$ cat src/rtl/sms_pkg.sv
// Package: shared types, register map and quarter-wave duty tables for the microstep sequencer
`default_nettype none
package sms_pkg;

  localparam int CFG_AW = 5;
  localparam int CFG_DW = 32;
  localparam int IN_TW  = 8;
  localparam int OUT_TW = 40;

  localparam logic [2:0] REG_STEP_TARGET    = 3'd0;
  localparam logic [2:0] REG_TICK_DIVIDER   = 3'd1;
  localparam logic [2:0] REG_MICROSTEP_MODE = 3'd2;
  localparam logic [2:0] REG_MOVE_DIRECTION = 3'd3;
  localparam logic [2:0] REG_CURRENT_LIMIT  = 3'd4;

  localparam logic [15:0] STEP_TARGET_RST   = 16'd0;
  localparam logic [7:0]  TICK_DIVIDER_RST  = 8'd1;
  localparam logic [6:0]  CURRENT_LIMIT_RST = 7'd106;

  typedef struct packed {
    logic [15:0] step_target;
    logic [7:0]  tick_divider;
    logic        microstep_mode;
    logic        move_direction;
    logic [6:0]  current_limit;
  } cfg_t;

  // Packed so that duty_a lands in the lowest bits of tdata
  typedef struct packed {
    logic        move_done;
    logic [15:0] steps_issued;
    logic [5:0]  microstep_index;
    logic        advanced;
    logic        polarity_b;
    logic        polarity_a;
    logic [6:0]  duty_b;
    logic [6:0]  duty_a;
  } res_t;

  function automatic logic [6:0] cos_q8(input logic [2:0] idx);
    logic [6:0] v;
    case (idx)
      3'd0:    v = 7'd125;
      3'd1:    v = 7'd118;
      3'd2:    v = 7'd108;
      3'd3:    v = 7'd94;
      3'd4:    v = 7'd77;
      3'd5:    v = 7'd57;
      3'd6:    v = 7'd34;
      default: v = 7'd12;
    endcase
    return v;
  endfunction

  function automatic logic [6:0] cos_q16(input logic [3:0] idx);
    logic [6:0] v;
    case (idx)
      4'd0:    v = 7'd126;
      4'd1:    v = 7'd124;
      4'd2:    v = 7'd121;
      4'd3:    v = 7'd117;
      4'd4:    v = 7'd112;
      4'd5:    v = 7'd106;
      4'd6:    v = 7'd99;
      4'd7:    v = 7'd91;
      4'd8:    v = 7'd83;
      4'd9:    v = 7'd73;
      4'd10:   v = 7'd63;
      4'd11:   v = 7'd53;
      4'd12:   v = 7'd42;
      4'd13:   v = 7'd29;
      4'd14:   v = 7'd18;
      default: v = 7'd6;
    endcase
    return v;
  endfunction

endpackage
`default_nettype wire

$ cat src/rtl/sms_cfg_regs.sv
// Configuration register bank behind the APB-style port
`default_nettype none
module sms_cfg_regs
  import sms_pkg::*;
(
  input  wire logic              clk,
  input  wire logic              rst_n,
  input  wire logic              psel,
  input  wire logic              penable,
  input  wire logic              pwrite,
  input  wire logic [CFG_AW-1:0] paddr,
  input  wire logic [CFG_DW-1:0] pwdata,
  output logic      [CFG_DW-1:0] prdata,
  output logic                   pready,
  output cfg_t                   cfg
);

  cfg_t       cfg_r;
  logic       wr_en;
  logic [2:0] reg_idx;

  assign pready  = 1'b1;
  assign wr_en   = psel && penable && pwrite;
  assign reg_idx = paddr[CFG_AW-1:2];
  assign cfg     = cfg_r;

  always_ff @(posedge clk) begin
    if (!rst_n) begin
      cfg_r.step_target    <= STEP_TARGET_RST;
      cfg_r.tick_divider   <= TICK_DIVIDER_RST;
      cfg_r.microstep_mode <= 1'b0;
      cfg_r.move_direction <= 1'b0;
      cfg_r.current_limit  <= CURRENT_LIMIT_RST;
    end else if (wr_en) begin
      unique case (reg_idx)
        REG_STEP_TARGET:    cfg_r.step_target    <= pwdata[15:0];
        REG_TICK_DIVIDER:   cfg_r.tick_divider   <= pwdata[7:0];
        REG_MICROSTEP_MODE: cfg_r.microstep_mode <= pwdata[0];
        REG_MOVE_DIRECTION: cfg_r.move_direction <= pwdata[0];
        REG_CURRENT_LIMIT:  cfg_r.current_limit  <= pwdata[6:0];
        default: ;
      endcase
    end
  end

  always_comb begin
    unique case (reg_idx)
      REG_STEP_TARGET:    prdata = {16'd0, cfg_r.step_target};
      REG_TICK_DIVIDER:   prdata = {24'd0, cfg_r.tick_divider};
      REG_MICROSTEP_MODE: prdata = {31'd0, cfg_r.microstep_mode};
      REG_MOVE_DIRECTION: prdata = {31'd0, cfg_r.move_direction};
      REG_CURRENT_LIMIT:  prdata = {25'd0, cfg_r.current_limit};
      default:            prdata = '0;
    endcase
  end

endmodule
`default_nettype wire

$ cat src/rtl/sms_core.sv
// Sequencer state: tick divider, step pointer, table lookup, clamp and held duties
`default_nettype none
module sms_core
  import sms_pkg::*;
(
  input  wire logic clk,
  input  wire logic rst_n,
  input  wire cfg_t cfg,
  input  wire logic step_en,
  input  wire logic tick,
  output res_t      res
);

  logic [7:0]  tick_counter_r, tick_counter_nxt;
  logic [5:0]  step_pointer_r, step_pointer_nxt;
  logic [15:0] steps_done_r, steps_done_nxt;
  logic [6:0]  held_duty_a_r, held_duty_a_nxt;
  logic [6:0]  held_duty_b_r, held_duty_b_nxt;
  logic [5:0]  held_index_r, held_index_nxt;

  logic [7:0] cnt_inc;
  logic       run, hit;
  logic [5:0] p, p_mv;
  logic [1:0] q, hq;
  logic [3:0] j, jr, qmask, ja, jb;
  logic [6:0] c, s;

  assign cnt_inc = tick_counter_r + 8'd1;
  assign run     = tick && (steps_done_r < cfg.step_target);
  assign hit     = run && (cnt_inc == cfg.tick_divider);

  assign p     = cfg.microstep_mode ? step_pointer_r : {1'b0, step_pointer_r[4:0]};
  assign q     = cfg.microstep_mode ? p[5:4] : p[4:3];
  assign qmask = cfg.microstep_mode ? 4'hF : 4'h7;
  assign j     = cfg.microstep_mode ? p[3:0] : {1'b0, p[2:0]};
  assign jr    = qmask - j;
  assign ja    = q[0] ? jr : j;
  assign jb    = q[0] ? j : jr;
  assign c     = cfg.microstep_mode ? cos_q16(ja) : cos_q8(ja[2:0]);
  assign s     = cfg.microstep_mode ? cos_q16(jb) : cos_q8(jb[2:0]);
  assign p_mv  = cfg.move_direction ? p - 6'd1 : p + 6'd1;

  always_comb begin
    tick_counter_nxt = tick_counter_r;
    step_pointer_nxt = step_pointer_r;
    steps_done_nxt   = steps_done_r;
    held_duty_a_nxt  = held_duty_a_r;
    held_duty_b_nxt  = held_duty_b_r;
    held_index_nxt   = held_index_r;
    if (run) begin
      tick_counter_nxt = cnt_inc;
    end
    if (hit) begin
      tick_counter_nxt = '0;
      steps_done_nxt   = steps_done_r + 16'd1;
      held_duty_a_nxt  = (c > cfg.current_limit) ? cfg.current_limit : c;
      held_duty_b_nxt  = (s > cfg.current_limit) ? cfg.current_limit : s;
      held_index_nxt   = p;
      step_pointer_nxt = cfg.microstep_mode ? p_mv : {1'b0, p_mv[4:0]};
    end
  end

  always_ff @(posedge clk) begin
    if (!rst_n) begin
      tick_counter_r <= '0;
      step_pointer_r <= '0;
      steps_done_r   <= '0;
      held_duty_a_r  <= '0;
      held_duty_b_r  <= '0;
      held_index_r   <= '0;
    end else if (step_en) begin
      tick_counter_r <= tick_counter_nxt;
      step_pointer_r <= step_pointer_nxt;
      steps_done_r   <= steps_done_nxt;
      held_duty_a_r  <= held_duty_a_nxt;
      held_duty_b_r  <= held_duty_b_nxt;
      held_index_r   <= held_index_nxt;
    end
  end

  assign hq = cfg.microstep_mode ? held_index_nxt[5:4] : held_index_nxt[4:3];

  always_comb begin
    res.duty_a          = held_duty_a_nxt;
    res.duty_b          = held_duty_b_nxt;
    res.polarity_a      = hq[0] ^ hq[1];
    res.polarity_b      = hq[1];
    res.advanced        = hit;
    res.microstep_index = held_index_nxt;
    res.steps_issued    = steps_done_nxt;
    res.move_done       = steps_done_nxt >= cfg.step_target;
  end

endmodule
`default_nettype wire

$ cat src/rtl/stepper_microstep_sequencer_top.sv
// Top level: stream channels, input and result registers, configuration port
//
// Sine microstep sequencer for a two-winding stepper. Each input transfer is one
// timer poll; each produces exactly one result transfer carrying the held winding
// duties, bridge polarities, table index, step count and a done flag. One transfer
// is taken every clock while out_tready stays high: the input register feeds a single
// pass of compare, increment, table lookup and clamp into the result register, so
// throughput is one item per cycle. Write the configuration registers only while no
// transfer is in flight.
`default_nettype none
module stepper_microstep_sequencer_top
  import sms_pkg::*;
(
  input  wire logic              clk,
  input  wire logic              rst_n,
  input  wire logic              in_tvalid,
  output logic                   in_tready,
  input  wire logic [IN_TW-1:0]  in_tdata,   // [0] tick_present
  output logic                   out_tvalid,
  input  wire logic              out_tready,
  // [6:0] duty_a, [13:7] duty_b, [14] polarity_a, [15] polarity_b, [16] advanced,
  // [22:17] microstep_index, [38:23] steps_issued, [39] move_done
  output logic      [OUT_TW-1:0] out_tdata,
  input  wire logic              cfg_psel,
  input  wire logic              cfg_penable,
  input  wire logic              cfg_pwrite,
  input  wire logic [CFG_AW-1:0] cfg_paddr,
  input  wire logic [CFG_DW-1:0] cfg_pwdata,
  output logic      [CFG_DW-1:0] cfg_prdata,
  output logic                   cfg_pready
);

  cfg_t cfg;
  res_t res;
  res_t out_r;
  logic in_valid_r;
  logic in_tick_r;
  logic out_valid_r;
  logic proc_en;

  sms_cfg_regs u_cfg (
    .clk     (clk),
    .rst_n   (rst_n),
    .psel    (cfg_psel),
    .penable (cfg_penable),
    .pwrite  (cfg_pwrite),
    .paddr   (cfg_paddr),
    .pwdata  (cfg_pwdata),
    .prdata  (cfg_prdata),
    .pready  (cfg_pready),
    .cfg     (cfg)
  );

  assign proc_en   = in_valid_r && (!out_valid_r || out_tready);
  assign in_tready = !in_valid_r || proc_en;

  always_ff @(posedge clk) begin
    if (!rst_n) begin
      in_valid_r <= 1'b0;
    end else if (in_tready) begin
      in_valid_r <= in_tvalid;
    end
  end

  always_ff @(posedge clk) begin
    if (in_tready && in_tvalid) begin
      in_tick_r <= in_tdata[0];
    end
  end

  sms_core u_core (
    .clk     (clk),
    .rst_n   (rst_n),
    .cfg     (cfg),
    .step_en (proc_en),
    .tick    (in_tick_r),
    .res     (res)
  );

  always_ff @(posedge clk) begin
    if (!rst_n) begin
      out_valid_r <= 1'b0;
    end else if (proc_en) begin
      out_valid_r <= 1'b1;
    end else if (out_tready) begin
      out_valid_r <= 1'b0;
    end
  end

  always_ff @(posedge clk) begin
    if (proc_en) begin
      out_r <= res;
    end
  end

  assign out_tvalid = out_valid_r;
  assign out_tdata  = out_r;

`ifndef SYNTHESIS
  a_idx_in_range: assert property (@(posedge clk) disable iff (!rst_n)
    (out_valid_r && out_r.advanced && !cfg.microstep_mode) |-> !out_r.microstep_index[5])
    else $error("microstep index beyond 32-entry cycle");

  a_duty_clamped: assert property (@(posedge clk) disable iff (!rst_n)
    (out_valid_r && out_r.advanced) |->
      (out_r.duty_a <= cfg.current_limit && out_r.duty_b <= cfg.current_limit))
    else $error("duty above current limit on a new microstep");

  a_no_tick_no_step: assert property (@(posedge clk) disable iff (!rst_n)
    (proc_en && !in_tick_r) |=> !out_r.advanced)
    else $error("microstep issued without a tick");
`endif

endmodule
`default_nettype wire

$ cat config.mk
export PLATFORM = sky130hd
export DESIGN_NAME = stepper_microstep_sequencer_top
export DESIGN_NICKNAME = d
export VERILOG_FILES = /design/src/rtl/sms_pkg.sv /design/src/rtl/sms_cfg_regs.sv /design/src/rtl/sms_core.sv /design/src/rtl/stepper_microstep_sequencer_top.sv
export SDC_FILE = /design/constraint.sdc
export NUM_CORES = 1
export LEC_CHECK = 0
export ABC_CLOCK_PERIOD_IN_PS = 4600
export BUFFER_PORTS_ARGS = -buffer_cell sky130_fd_sc_hd__buf_2
export CAP_MARGIN = 10
export CORE_MARGIN = 8
export CORE_UTILIZATION = 50
export CTS_BUF_LIST = sky130_fd_sc_hd__clkbuf_4
export DETAILED_ROUTE_END_ITERATION = 10
export GPL_TIMING_DRIVEN = 0
export PLACE_DENSITY = 0.72
export SKIP_LAST_GASP = 1
export SYNTH_ARGS = -nofsm -noshare
export SYNTH_HDL_FRONTEND = slang
export SYNTH_SLANG_ARGS = --single-unit
export TNS_END_PERCENT = 20
$ cat constraint.sdc
create_clock -name clk -period 4.6 [get_ports clk]
set_input_delay 1.15 -clock clk [delete_from_list [all_inputs] [get_ports clk]]
set_output_delay 1.15 -clock clk [all_outputs]
set_load 0.03 [all_outputs]
==> results_dict.tcl <==
set metrics [dict create \
    area_growth_pct 14.7 \
    finalMaxSlewViolations 0 \
    yosys.area.top_type "dfxtp_1" \
    irDropWorstVdd_mv 0.136 \
    synth-simple-area-share_pct 16.9 \
    synth_top_area_share_pct 21.4 \
    hold_violations 0 \
    endpoint_kind "flip-flop" \
    status "completed" \
    synth-seq-area-share_pct 36.9 \
    grt_max_degree 41 \
    placedCellCount 1201 \
    routed_wl_um 20300 \
    ys_top_cells_by_count "nand2_1, dfxtp_1, a21oi_1" \
    layout.cells.non_filler 1235 \
    fin_nets 1119 \
    syn_avg_cell_area_um2 8.97 \
    setup_viol 0 \
    insertion_delay_ns 0.55 \
    path_class "flip-flop to flip-flop" \
    place_congestion 0.898 \
    crit_path_start_kind "flip-flop" \
    cts_max_level 4 \
    worst_pin_slew_ns 1.14 \
    postRouteAntennaNets 0 \
    grtUsageTotal_pct 20.3 \
    power.density_mw_per_mm2 260 \
    cts-root-buf "clkbuf_4" \
    syn_area_mm2 0.00794 \
    cts.path.max_buffers 2 \
    gr-total-overflow 0 \
    numCtsBuffers 17 \
    hold_ws_ns 0.467 \
    hp-class "flip-flop to flip-flop" \
    holdBufCountCts 0 \
    synth_top_family_by_area "simple AND/OR/NAND/NOR gates" \
    final_cell_area_mm2 0.00910 \
    synth_compound_area_share_pct 16.1 \
    muxShareOfSynthArea_pct 8.51 \
    crit_required_ns 4.90 \
    drt_iter0_drc 736 \
    drive_gt1_share_pct 18.4 \
    synth-seq-cells 126 \
    num_vias 6766 \
    synthTopCellsByArea "dfxtp_1, edfxtp_1, ha_1" \
    vias_per_cell 5.48 \
    postSynth.asyncResetShare_pct 0 \
    initial_core_util_pct 50.5 \
    pin_count 127 \
    fmax_mhz 222 \
    syn-instance-count 885 \
    p_leak_nw 3.99 \
    finish.utilization_pct 57.9 \
    yosys.area_share.adder_pct 9.86 \
    yosysMostFrequentCell "nand2_1" \
    clock_sinks 126 \
    slew_headroom_pct 22.6 \
    rsz0062_at_grt "true" \
    avgRoutedWirePerCell_um 16.5 \
    cap_violations 0 \
    fp-row-count 46 \
    synth_edf_count 41 \
    place_area_mm2 0.00871 \
    hpwl_um 15500 \
    worstPathMaxFanout 9 \
    coreArea_mm2 0.0157 \
    ys_warn_count 0 \
    ys.flop_type "dfxtp_1" \
    die-area_mm2 0.0202 \
    die_w_um 142 \
    synth_xor_area_share_pct 4.81 \
    dr.pass1.iters 5 \
    cp.arrival_ns 4.81 \
    grt_pass1_vias 6316 \
    cts_tree "done" \
    portBuffers 84 \
    grt_pass1_wl_um 32600 \
    timing.final.crit_period_ns 4.51 \
    clk_pin_slew_worst_paths_ns 0.11 \
    antenna_found_initial 1 \
    fillers 1441 \
    period_share_pct 98.1 \
    drc 0 \
    die_h_um 142 \
    yosys.cell_types.count 69 \
    skew_ns 0.0106 \
]
## cell families after synthesis
logic type / after synthesis
buffers and inverters: 113
other: 2
multiplexers: 60
AO/OA/AOI/OAI: 204
AND/OR/NAND/NOR: 277
XOR/XNOR: 41
flip-flops: 126
adder cells (fa/ha/maj): 62
## cell usage in the layout (no fill, tap or decap), drive strengths merged, types with 19 or more instances in the layout
cell,netlist,routed
buf,36,124
nand2,103,103
dfxtp,85,85
a21oi,75,75
ha,61,61
nor2,58,58
inv,47,48
mux2i,46,46
clkbuf,30,46
edfxtp,41,41
o21ai,40,40
xnor2,24,24
nand3,22,22
a21o,19,19
## path summary, 6_finish.rpt
kind	to	slack [ns]	cells past startpoint	from
worst max register to register	out_tdata[10]	0.09	14	u_cfg.cfg[8]
worst min-delay path	u_core.held_index_r[4]	0.47	2	u_core.held_index_r[4]
worst max-delay path	out_tdata[10]	0.09	14	u_cfg.cfg[8]
worst min register to register	u_core.held_index_r[4]	0.47	2	u_core.held_index_r[4]
## layout make-up
class                      count  area, um2  area share, %
antenna                        1       2.50         0.0275
buffer                        63        347           3.81
clock buffer                  18        135           1.48
clock inverter                14        174           1.91
inverter                      47        179           1.97
multi-input combinational    661       4590           50.4
sequential                   126       2930           32.2
tap                          216        270           2.97
timing repair buffer          89        470           5.17
## power breakdown
group	internal, mW	switching [mW]
registers	1.17	0.0116
clock network	0.428	0.420
logic	0.111	0.217
total	1.71	0.648
## sequential cells by signal (all words and copies together), names as in the netlist, 6 cells and up
signal / flops
u_core.steps_done_r: 16
out_tdata: 40
u_core.step_pointer_r: 6
u_core.tick_counter_r: 8
u_core.held_index_r: 6
u_cfg.cfg: 33
u_core.held_duty_b_r: 7
u_core.held_duty_a_r: 7
## worst max-delay path, cell delays in order, from the launching register on
cell      delay [ns]
dfxtp_1         0.44
mux2i_4         0.48
xnor2_4         0.22
inv_1           0.14
ha_1            0.22
clkbuf_1        0.20
or2_2           0.31
mux4_2          0.49
ha_1            0.31
nor2b_1         0.11
o21ai_0         0.07
a21oi_1         0.18
o31a_1          0.35
mux2_2          0.42
mux2_2          0.30
## routing by layer
layer	up-vias	share of wire (%)	global-route usage [%]
li1	3369	-	-
met1	3148	47	28.1
met2	224	45	30.9
met3	25	6.1	4.23
met4	0	1.3	6.33
met5	-	0	0
## metrics by stage
step | setup slack (ns) | power [mW] | setup TNS [ns]
after global routing | -0.0685 | 2.46 | -0.0685
after detailed placement | -0.221 | 1.52 | -0.618
after global placement | -0.209 | 1.52 | -0.593
after floorplan | 0.371 | 1.43 | 0
after CTS | -0.00696 | 2.37 | -0.00696
final | 0.0890 | 2.36 | 0
## repair_timing
| item | CTS | global route |
|---|---|---|
| pin swaps | 0 | 1 |
| setup endpoints to repair | 7 | 22 |
| hold endpoints to repair | 0 | 0 |
| buffers inserted | 1 | 3 |
| gates resized for setup | 3 | 10 |
Note: power is estimated with default switching activity, not from simulation.
